$ cat config.mk
export PLATFORM = sky130hd
export DESIGN_NAME = subnet_pool_allocator_core
export DESIGN_NICKNAME = d
export VERILOG_FILES = /design/src/rtl/core/spa_pkg.sv /design/src/rtl/core/spa_ram.sv /design/src/rtl/core/spa_ctrl.sv /design/src/rtl/core/spa_datapath.sv /design/src/rtl/core/subnet_pool_allocator_core.sv
export SDC_FILE = /design/constraint.sdc
export NUM_CORES = 2
export LEC_CHECK = 0
export BUFFER_PORTS_ARGS = -buffer_cell sky130_fd_sc_hd__buf_2
export CORE_ASPECT_RATIO = 1.75
export CORE_MARGIN = 2
export CORE_UTILIZATION = 56
export DETAILED_ROUTE_END_ITERATION = 10
export PLACE_DENSITY = 0.77
export SYNTH_ARGS = -nofsm -noshare
export SYNTH_HDL_FRONTEND = slang
export SYNTH_SLANG_ARGS = --single-unit
$ cat constraint.sdc
create_clock -name clk -period 3.6 [get_ports clk]
set_input_delay 0.72 -clock clk [delete_from_list [all_inputs] [get_ports clk]]
set_output_delay 0.72 -clock clk [all_outputs]
set_load 0.02 [all_outputs]
$ cat src/rtl/core/spa_pkg.sv
// ----------------------------------------------------------------------------
// Subnet pool allocator package
// Shared constants, the candidate table, codes and the control/status types
// that pass between the controller and the datapath.
// ----------------------------------------------------------------------------
package spa_pkg;

	// Table sizes.
	localparam int NUM_CANDIDATES    = 18;
	localparam int MAX_USED          = 32;
	localparam int LISTED_CANDIDATES = 18;
	localparam int CAND_N = (NUM_CANDIDATES < LISTED_CANDIDATES) ?
		NUM_CANDIDATES : LISTED_CANDIDATES;

	// Field widths.
	localparam int ADDR_W = 32;
	localparam int PFX_W  = 6;
	localparam int IDX_W  = 5;
	localparam int USED_W = ADDR_W + PFX_W;

	// In-use list addressing and fill count.
	localparam int USED_AW = (MAX_USED > 1) ? $clog2(MAX_USED) : 1;
	localparam int UCNT_W  = $clog2(MAX_USED + 1);

	localparam logic [PFX_W-1:0] CAND_PREFIX = 6'd30;
	localparam logic [PFX_W-1:0] PFX_MAX     = 6'd32;

	localparam logic [ADDR_W-1:0] CAND_TABLE [LISTED_CANDIDATES] = '{
		32'hAC103A01, 32'hAC113A01, 32'hAC123A01, 32'hAC133A01,
		32'hAC143A01, 32'hAC153A01, 32'hAC163A01, 32'hAC173A01,
		32'hAC183A01, 32'hAC193A01, 32'hAC1A3A01, 32'hAC1B3A01,
		32'hAC1C3A01, 32'hAC1D3A01, 32'hAC1E3A01, 32'hAC1F3A01,
		32'hC0A83A01, 32'h0A111401
	};

	typedef enum logic [1:0] {
		ACT_CLEAR = 2'd0,
		ACT_ADD   = 2'd1,
		ACT_FIND  = 2'd2,
		ACT_FREE  = 2'd3
	} action_t;

	typedef enum logic [1:0] {
		ST_OK      = 2'd0,
		ST_NO_FREE = 2'd1,
		ST_FULL    = 2'd2,
		ST_NOT_RES = 2'd3
	} status_t;

	// Commands from the controller to the datapath.
	typedef struct packed {
		logic load;      // capture the accepted item, restart the scan
		logic exec;      // run clear, add or free
		logic scan_step; // walk the in-use list
		logic pick;      // choose and reserve the first free candidate
		logic out_load;  // move the result into the output register
	} spa_cmd_t;

	// Status from the datapath to the controller.
	typedef struct packed {
		logic scan_done;
	} spa_stat_t;

endpackage

$ cat src/rtl/core/spa_ram.sv
// ----------------------------------------------------------------------------
// Generic RAM
// One write port and one read port with registered read data.
// ----------------------------------------------------------------------------
module spa_ram #(
	parameter int WIDTH = 8,
	parameter int DEPTH = 16,
	localparam int AW = (DEPTH > 1) ? $clog2(DEPTH) : 1
) (
	input  logic             clk,
	input  logic             we,
	input  logic [AW-1:0]    waddr,
	input  logic [WIDTH-1:0] wdata,
	input  logic [AW-1:0]    raddr,
	output logic [WIDTH-1:0] rdata
);

	logic [WIDTH-1:0] mem_q [DEPTH];

	always_ff @(posedge clk) begin
		if (we) begin
			mem_q[waddr] <= wdata;
		end
		rdata <= mem_q[raddr];
	end

endmodule

$ cat src/rtl/core/spa_ctrl.sv
// ----------------------------------------------------------------------------
// Subnet pool allocator controller
// Sequences one item at a time: accept, execute or scan and pick, then
// hand the result to the output register.
// ----------------------------------------------------------------------------
module spa_ctrl
	import spa_pkg::*;
(
	input  logic      clk,
	input  logic      arst_n,
	input  logic      in_valid,
	output logic      in_stall,
	input  logic [1:0] action,
	output logic      out_valid,
	input  logic      out_stall,
	input  spa_stat_t stat,
	output spa_cmd_t  cmd
);

	typedef enum logic [4:0] {
		S_IDLE = 5'b00001,
		S_EXEC = 5'b00010,
		S_SCAN = 5'b00100,
		S_PICK = 5'b01000,
		S_PUSH = 5'b10000
	} state_t;

	state_t state_q, state_d;
	logic   out_valid_q;
	logic   accept;
	logic   slot_free;

	assign in_stall  = (state_q != S_IDLE);
	assign accept    = in_valid && !in_stall;
	assign out_valid = out_valid_q;
	// The output register can take a result when empty or being drained.
	assign slot_free = !out_valid_q || !out_stall;

	always_comb begin
		state_d       = state_q;
		cmd           = '0;
		cmd.load      = accept;
		case (state_q)
			S_IDLE: begin
				if (accept) begin
					state_d = (action_t'(action) == ACT_FIND) ? S_SCAN : S_EXEC;
				end
			end
			S_EXEC: begin
				cmd.exec = 1'b1;
				state_d  = S_PUSH;
			end
			S_SCAN: begin
				cmd.scan_step = 1'b1;
				if (stat.scan_done) begin
					state_d = S_PICK;
				end
			end
			S_PICK: begin
				cmd.pick = 1'b1;
				state_d  = S_PUSH;
			end
			S_PUSH: begin
				if (slot_free) begin
					cmd.out_load = 1'b1;
					state_d      = S_IDLE;
				end
			end
			default: begin
				state_d = S_IDLE;
			end
		endcase
	end

	always_ff @(posedge clk or negedge arst_n) begin
		if (!arst_n) begin
			state_q     <= S_IDLE;
			out_valid_q <= 1'b0;
		end else begin
			state_q <= state_d;
			if (cmd.out_load) begin
				out_valid_q <= 1'b1;
			end else if (!out_stall) begin
				out_valid_q <= 1'b0;
			end
		end
	end

endmodule

$ cat src/rtl/core/spa_datapath.sv
// ----------------------------------------------------------------------------
// Subnet pool allocator datapath
// Holds the reserved marks, the in-use list and its fill count, the overlap
// lanes for the candidates, and the result and output registers.
// ----------------------------------------------------------------------------
module spa_datapath
	import spa_pkg::*;
(
	input  logic              clk,
	input  logic              arst_n,
	input  spa_cmd_t          cmd,
	output spa_stat_t         stat,
	input  logic [1:0]        action,
	input  logic [ADDR_W-1:0] net_address,
	input  logic [PFX_W-1:0]  net_prefix,
	output logic [1:0]        status,
	output logic [ADDR_W-1:0] found_address,
	output logic [PFX_W-1:0]  found_prefix,
	output logic [IDX_W-1:0]  found_index
);

	// Captured item.
	action_t           act_q;
	logic [ADDR_W-1:0] addr_q;
	logic [PFX_W-1:0]  pfx_q;

	logic [UCNT_W-1:0] used_cnt_q;
	logic [UCNT_W-1:0] scan_cnt_q;
	logic [CAND_N-1:0] reserved_q;
	logic [CAND_N-1:0] clash_q;
	logic              rd_vld_s1;

	// Result waiting for the output register.
	status_t           res_status_q;
	logic [ADDR_W-1:0] res_addr_q;
	logic [PFX_W-1:0]  res_pfx_q;
	logic [IDX_W-1:0]  res_idx_q;

	logic [ADDR_W-1:0] out_addr_q;
	logic [PFX_W-1:0]  out_pfx_q;
	logic [IDX_W-1:0]  out_idx_q;
	status_t           out_status_q;

	// In-use list memory.
	logic              ram_we;
	logic [USED_W-1:0] ram_wdata;
	logic [USED_W-1:0] ram_rdata;
	logic              rd_issue;
	logic [PFX_W-1:0]  sat_pfx;

	spa_ram #(
		.WIDTH (USED_W),
		.DEPTH (MAX_USED)
	) u_used_ram (
		.clk   (clk),
		.we    (ram_we),
		.waddr (used_cnt_q[USED_AW-1:0]),
		.wdata (ram_wdata),
		.raddr (scan_cnt_q[USED_AW-1:0]),
		.rdata (ram_rdata)
	);

	logic list_full;

	assign list_full = (used_cnt_q >= UCNT_W'(MAX_USED));
	assign sat_pfx   = (pfx_q > PFX_MAX) ? PFX_MAX : pfx_q;
	assign ram_wdata = {addr_q, sat_pfx};
	assign ram_we    = cmd.exec && (act_q == ACT_ADD) && !list_full;
	assign rd_issue  = cmd.scan_step && (scan_cnt_q < used_cnt_q);

	assign stat.scan_done = (scan_cnt_q >= used_cnt_q) && !rd_vld_s1;

	// Overlap of one in-use entry with every candidate: the candidates are
	// all /30, so the compare covers the top min(30, prefix) bits.
	logic [ADDR_W-1:0] ent_addr;
	logic [PFX_W-1:0]  ent_pfx;
	logic [PFX_W-1:0]  min_pfx;
	logic [ADDR_W-1:0] ovl_mask;
	logic [CAND_N-1:0] hit_vec;

	assign ent_addr = ram_rdata[USED_W-1:PFX_W];
	assign ent_pfx  = ram_rdata[PFX_W-1:0];
	assign min_pfx  = (ent_pfx < CAND_PREFIX) ? ent_pfx : CAND_PREFIX;
	assign ovl_mask = (min_pfx == '0) ? '0 :
		({ADDR_W{1'b1}} << (PFX_W'(ADDR_W) - min_pfx));

	always_comb begin
		for (int i = 0; i < CAND_N; i++) begin
			hit_vec[i] = ((CAND_TABLE[i] ^ ent_addr) & ovl_mask) == '0;
		end
	end

	// Lowest free candidate after the scan.
	logic              pick_any;
	logic [IDX_W-1:0]  pick_idx;
	logic [ADDR_W-1:0] pick_addr;

	always_comb begin
		pick_any  = 1'b0;
		pick_idx  = '0;
		pick_addr = '0;
		for (int i = CAND_N - 1; i >= 0; i--) begin
			if (!reserved_q[i] && !clash_q[i]) begin
				pick_any  = 1'b1;
				pick_idx  = IDX_W'(i);
				pick_addr = CAND_TABLE[i];
			end
		end
	end

	// Candidate that a free names; the listed addresses are distinct.
	logic [CAND_N-1:0] free_match;
	logic              free_res;
	logic [IDX_W-1:0]  free_idx;

	always_comb begin
		free_res = 1'b0;
		free_idx = '0;
		for (int i = 0; i < CAND_N; i++) begin
			free_match[i] = (CAND_TABLE[i] == addr_q) && (pfx_q == CAND_PREFIX);
		end
		for (int i = CAND_N - 1; i >= 0; i--) begin
			if (free_match[i]) begin
				free_res = reserved_q[i];
				free_idx = IDX_W'(i);
			end
		end
	end

	// Control state.
	always_ff @(posedge clk or negedge arst_n) begin
		if (!arst_n) begin
			used_cnt_q <= '0;
			scan_cnt_q <= '0;
			reserved_q <= '0;
			rd_vld_s1  <= 1'b0;
		end else begin
			rd_vld_s1 <= rd_issue;
			if (cmd.load) begin
				scan_cnt_q <= '0;
			end else if (rd_issue) begin
				scan_cnt_q <= scan_cnt_q + 1'b1;
			end
			if (cmd.exec) begin
				case (act_q)
					ACT_CLEAR: used_cnt_q <= '0;
					ACT_ADD: begin
						if (!list_full) begin
							used_cnt_q <= used_cnt_q + 1'b1;
						end
					end
					ACT_FREE: begin
						if (free_res) begin
							reserved_q <= reserved_q & ~free_match;
						end
					end
					default: ;
				endcase
			end
			if (cmd.pick && pick_any) begin
				for (int i = 0; i < CAND_N; i++) begin
					if (pick_idx == IDX_W'(i)) begin
						reserved_q[i] <= 1'b1;
					end
				end
			end
		end
	end

	// Payload registers.
	always_ff @(posedge clk) begin
		if (cmd.load) begin
			act_q   <= action_t'(action);
			addr_q  <= net_address;
			pfx_q   <= net_prefix;
			clash_q <= '0;
		end else if (rd_vld_s1) begin
			clash_q <= clash_q | hit_vec;
		end

		if (cmd.exec) begin
			res_addr_q <= '0;
			res_pfx_q  <= '0;
			res_idx_q  <= '0;
			case (act_q)
				ACT_ADD:  res_status_q <= list_full ? ST_FULL : ST_OK;
				ACT_FREE: begin
					res_status_q <= free_res ? ST_OK : ST_NOT_RES;
					res_idx_q    <= free_res ? free_idx : '0;
				end
				default:  res_status_q <= ST_OK;
			endcase
		end else if (cmd.pick) begin
			res_status_q <= pick_any ? ST_OK : ST_NO_FREE;
			res_addr_q   <= pick_addr;
			res_pfx_q    <= pick_any ? CAND_PREFIX : '0;
			res_idx_q    <= pick_idx;
		end

		if (cmd.out_load) begin
			out_status_q <= res_status_q;
			out_addr_q   <= res_addr_q;
			out_pfx_q    <= res_pfx_q;
			out_idx_q    <= res_idx_q;
		end
	end

	assign status        = out_status_q;
	assign found_address = out_addr_q;
	assign found_prefix  = out_pfx_q;
	assign found_index   = out_idx_q;

endmodule

$ cat src/rtl/core/subnet_pool_allocator_core.sv
// ----------------------------------------------------------------------------
// Subnet pool allocator core
// Clears or extends a list of in-use IPv4 subnets, reserves the first free
// candidate subnet that overlaps none of them, and frees reservations.
// ----------------------------------------------------------------------------
// The block works on one item at a time. Clear, add and free pass through
// an execute state, which writes the result register, and a push state,
// which moves the result into the output register once that register is
// free. A find reads the in-use list from its RAM one entry per cycle,
// comparing each entry against all candidates at once, then picks the lowest
// free candidate and pushes the result the same way. A new item is accepted
// once the previous result has entered the output register, even if that
// result is still waiting to be taken. The in-use list needs no clearing
// after reset; the block takes items as soon as reset is released.
module subnet_pool_allocator_core
	import spa_pkg::*;
(
	input  logic              clk,
	input  logic              arst_n,
	input  logic              in_valid,
	output logic              in_stall,
	input  logic [1:0]        action,
	input  logic [ADDR_W-1:0] net_address,
	input  logic [PFX_W-1:0]  net_prefix,
	output logic              out_valid,
	input  logic              out_stall,
	output logic [1:0]        status,
	output logic [ADDR_W-1:0] found_address,
	output logic [PFX_W-1:0]  found_prefix,
	output logic [IDX_W-1:0]  found_index
);

	spa_cmd_t  cmd;
	spa_stat_t stat;

	spa_ctrl u_ctrl (
		.clk       (clk),
		.arst_n    (arst_n),
		.in_valid  (in_valid),
		.in_stall  (in_stall),
		.action    (action),
		.out_valid (out_valid),
		.out_stall (out_stall),
		.stat      (stat),
		.cmd       (cmd)
	);

	spa_datapath u_datapath (
		.clk           (clk),
		.arst_n        (arst_n),
		.cmd           (cmd),
		.stat          (stat),
		.action        (action),
		.net_address   (net_address),
		.net_prefix    (net_prefix),
		.status        (status),
		.found_address (found_address),
		.found_prefix  (found_prefix),
		.found_index   (found_index)
	);

endmodule
==> results by group <==
Status
  • Status: complete, no violations

Layout
  • Final cell count without fillers: 4,019
  • Multi-input gate area: 0.0124 mm^2
  • Fin area: 0.0606 mm^2
  • Area grow syn2layout: 13.2%
  • FF/Latch Area: 0.0408 mm^2
  • Fill cells: 5,942
  • Share of post-route cells with drive strength above 1: 31.3%
  • Layout Nets: 2,760

Clocking
  • TritonCTS clock tree: done
  • Skew-Pair Late Insertion Delay: 0.75 ns
  • Clock transition at path regs: 0.07 ns
  • CTS root buffer: clkbuf_16
  • Post-CTS sizing: 0
  • CTS H-tree lvls: 3
  • CTS hold repair buffers: 0
  • CTS Buf Count: 113
  • Post-CTS Setup Repair Bufs: 0
  • Clock sinks: 1,385
  • Clock buffer depth: 3

Route
  • Final wirelength: 140 mm
  • Via count: 27,200
  • ANT nets after route: 0
  • Metal-1 WL: 46.2 mm
  • Uppermost layer routed: met5
  • DR pass1 iterations: 7
  • Iter 0 DRT Violations: 3,580
  • Met3 Wirelength: 10.4 mm
  • DRC viols: 0
  • Met2 wire len: 74.3 mm
  • Vias per inst: 6.76
  • WL per Instance: 34.9 um

Setup path
  • Worst R2R Path Depth: 11
  • Crit Path Max Fanout: 8
  • Crit-path slowest cell: or4_4
  • Reg-to-Reg Start: u_datapath.u_used_ram.rdata[1]$_DFF_P_
  • Critical path arrival: 4.10 ns
  • RR Endpoint: u_datapath.clash_q[4]$_SDFFE_PP0P_
  • Cell breakdown of the critical path: nand4_1 -> and3b_1 -> inv_1 -> ha_1 -> or3b_2 -> a21o_1 -> o311a_1 -> or4_4 -> nor4_1 -> and2_1 -> a32o_1
  • WP data required: 4.26 ns
  • WS Path Type: register to register
  • Slowest stage delay, CP: 0.54 ns
  • WP buf/inv: 1
  • CP Launch Type: register
  • Critical path endpoint category: register
  • Flop-to-flop setup slack: 0.16 ns
  • Crit path max-delay family: simple AND/OR/NAND/NOR gates

Synthesis
  • Post-synth EDFFs: 1,281
  • Yosys warns: 0
  • Synth Cell Area: 0.0536 mm^2
  • Primary FF master, synth: edfxtp_1
  • Synth async-reset ratio: 2.67%
  • #FFs+latches synth: 1,385
  • Seq/Total Area, Yosys: 76.0%
  • Syn avg cell area: 21.6 um^2
  • Cell variety after synth: 78
  • Gate Count Post-Synth: 2,478

Place
  • DP Area: 0.0569 mm^2
  • Detailed placement HPWL: 79.4 mm
  • GP Congestion: 0.881
  • Placed insts: 3,802
  • I/O Buffers: 75

Pwr
  • Leak pwr: 0.0190 uW
  • VDD IR max: 0.000481 V
  • Power density over cell area: 581 mW/mm^2
  • Pwr Total: 35,200 uW

Global route
  • GRT Residual Overflow: 0
  • Initial antenna violation count: 6
  • GRT Overall Usage: 29.3%
  • Largest net degree at the start of global routing: 92
  • Vias in the first global route: 28,100
  • First-pass GRT wire length: 200 mm

Timing
  • Final setup fails: 0
  • Hold Worst Slack: 0.128 ns
  • Slew Limit Fails: 0
  • Rel. slew slack: 31.2%
  • Peak Freq: 291 MHz
  • Clock Skews: 0.0365 ns
  • Final hold viol count: 0
  • Tmin final: 3.44 ns
  • Fin crit share: 95.6%
  • Unrepaired setup endpoints after global routing: no
  • Worst Tran Pin Value: 1.03 ns

Die
  • Die Ht: 413 um
  • Top Ports: 91
  • Die Area: 0.0983 mm^2
  • Die Width: 238 um
  • Initial Util: 56.3%
  • CORE AREA: 0.0952 mm^2
  • Row count: 150

Job
  • Maxcap violations: 0

Worst hold path
  • Worst Hold Class: input pin to async pin
==> worst max path at each step <==
| stage | startpoint | cells past startpoint | slack (ns) | end |
|---|---|---|---|---|
| after global placement | u_datapath.u_used_ram.rdata[1]$_DFF_P_ | 12 | 0.17 | u_datapath.clash_q[1]$_SDFFE_PP0P_ |
| final | u_datapath.u_used_ram.rdata[1]$_DFF_P_ | 11 | 0.16 | u_datapath.clash_q[4]$_SDFFE_PP0P_ |
| after detailed placement | u_datapath.u_used_ram.rdata[1]$_DFF_P_ | 11 | 0.21 | u_datapath.clash_q[4]$_SDFFE_PP0P_ |
| after CTS | u_datapath.u_used_ram.rdata[1]$_DFF_P_ | 11 | 0.17 | u_datapath.clash_q[4]$_SDFFE_PP0P_ |
| after floorplan | u_ctrl.state_q[3]$_DFFE_PN0P_ | 7 | -0.22 | u_datapath.u_used_ram.mem_q[15][0]$_DFFE_PP_ |
| after global routing | u_datapath.u_used_ram.rdata[1]$_DFF_P_ | 12 | 0.03 | u_datapath.clash_q[1]$_SDFFE_PP0P_ |
==> synthesized netlist by cell type, drive strengths merged, types with 11 or more instances <==
library cell | number | share of area, %
dfrtp | 36 | 1.7
o21ai | 26 | 0.24
nor4 | 11 | 0.16
nand3 | 19 | 0.18
nor2b | 18 | 0.21
nand2b | 12 | 0.14
nor3 | 12 | 0.11
mux4 | 380 | 16
inv | 31 | 0.22
dfxtp | 67 | 2.5
a22o | 16 | 0.26
ha | 15 | 0.35
a31oi | 28 | 0.33
a21o | 13 | 0.18
mux2 | 38 | 0.80
buf | 58 | 0.60
o22ai | 17 | 0.20
a21oi | 33 | 0.31
edfxtp | 1281 | 72
nand2 | 45 | 0.32
nor2 | 96 | 0.67
clkbuf | 84 | 0.59
==> layout by cell type (no fill, tap or decap), types with 6 or more instances in the layout <==
cell       count
mux4_2       380
edfxtp_1    1281
nand3_1       19
or2_2          9
o21ai_0       25
inv_1         31
o21a_1         6
nand4_1        9
ha_1          15
nor2b_1       18
nand2_1       45
nand2b_1      12
and3_1        10
nor2_4        32
conb_1        15
mux2_2        38
a31oi_1       28
a21o_1        13
clkinv_1      25
clkinv_2      16
clkbuf_16    116
dfxtp_1       67
buf_12        40
nor3_1        12
buf_2         75
o22ai_1       17
a21oi_1       33
clkbuf_1      23
dfrtp_1       31
nor4_1        10
nor2_1        64
a32o_1         9
bufinv_16     12
buf_4        121
diode_2        6
a22o_1        16
==> where the power goes <==
group | internal (uW) | switching, uW | total, uW
logic | 1510 | 2230 | 3750
clock network | 6840 | 5740 | 12600
registers | 18600 | 332 | 18900
==> stage by stage <==
stage | util, % | worst slack (ns) | TNS (ns)
after floorplan | - | -0.223 | -239.40
after global placement | 59.7 | 0.171 | 0
after detailed placement | 59.7 | 0.212 | 0
after CTS | 63.7 | 0.172 | 0
after global routing | 63.7 | 0.0304 | 0
final | 63.7 | 0.160 | 0
==> registers in the layout, indices dropped and copies added (netlist names), 2 cells and up <==
signal                       cells
u_datapath.found_index           5
u_datapath.act_q                 2
u_datapath.found_address        10
u_datapath.used_cnt_q            6
u_ctrl.state_q                   5
u_datapath.clash_q              18
u_datapath.res_addr_q           10
u_datapath.scan_cnt_q            6
u_datapath.status                2
u_datapath.u_used_ram.mem_q   1216
u_datapath.res_idx_q             5
u_datapath.reserved_q           18
u_datapath.res_status_q          2
u_datapath.addr_q               32
u_datapath.pfx_q                 6
u_datapath.u_used_ram.rdata     38
==> final cells by class <==
| type | count | area share [%] |
|---|---|---|
| inverters | 32 | 0.200 |
| clock inverters | 71 | 1.24 |
| well taps | 1216 | 2.51 |
| diodes | 6 | 0.0248 |
| flip-flops and latches | 1385 | 67.2 |
| multi-input cells | 933 | 20.4 |
| clock buffers | 140 | 4.95 |
| repair buffers | 236 | 3.44 |
==> layer usage <==
layer  global-route usage, %  vias to the layer above
met5                       0                        -
met4                    17.8                        4
met3                    4.52                      440
met2                    51.4                     1695
met1                    34.1                    14200
li1                        -                    10800
==> kinds of logic (layout without fill, tap and decap cells) <==
logic type	after synthesis	count (layout)	synth area share (%)
DFF	1385	1385	76.0
muxes	419	419	16.8
and+or+nand+nor	277	277	2.68
AOI/OAI and AO/OA	201	201	2.63
buffers and inverters	174	479	1.41
adders and majority gates	15	15	0.350
xor gates and xnor gates	6	6	0.0981
other	1	21	0.00700
Power figures use the tool's default switching activity.
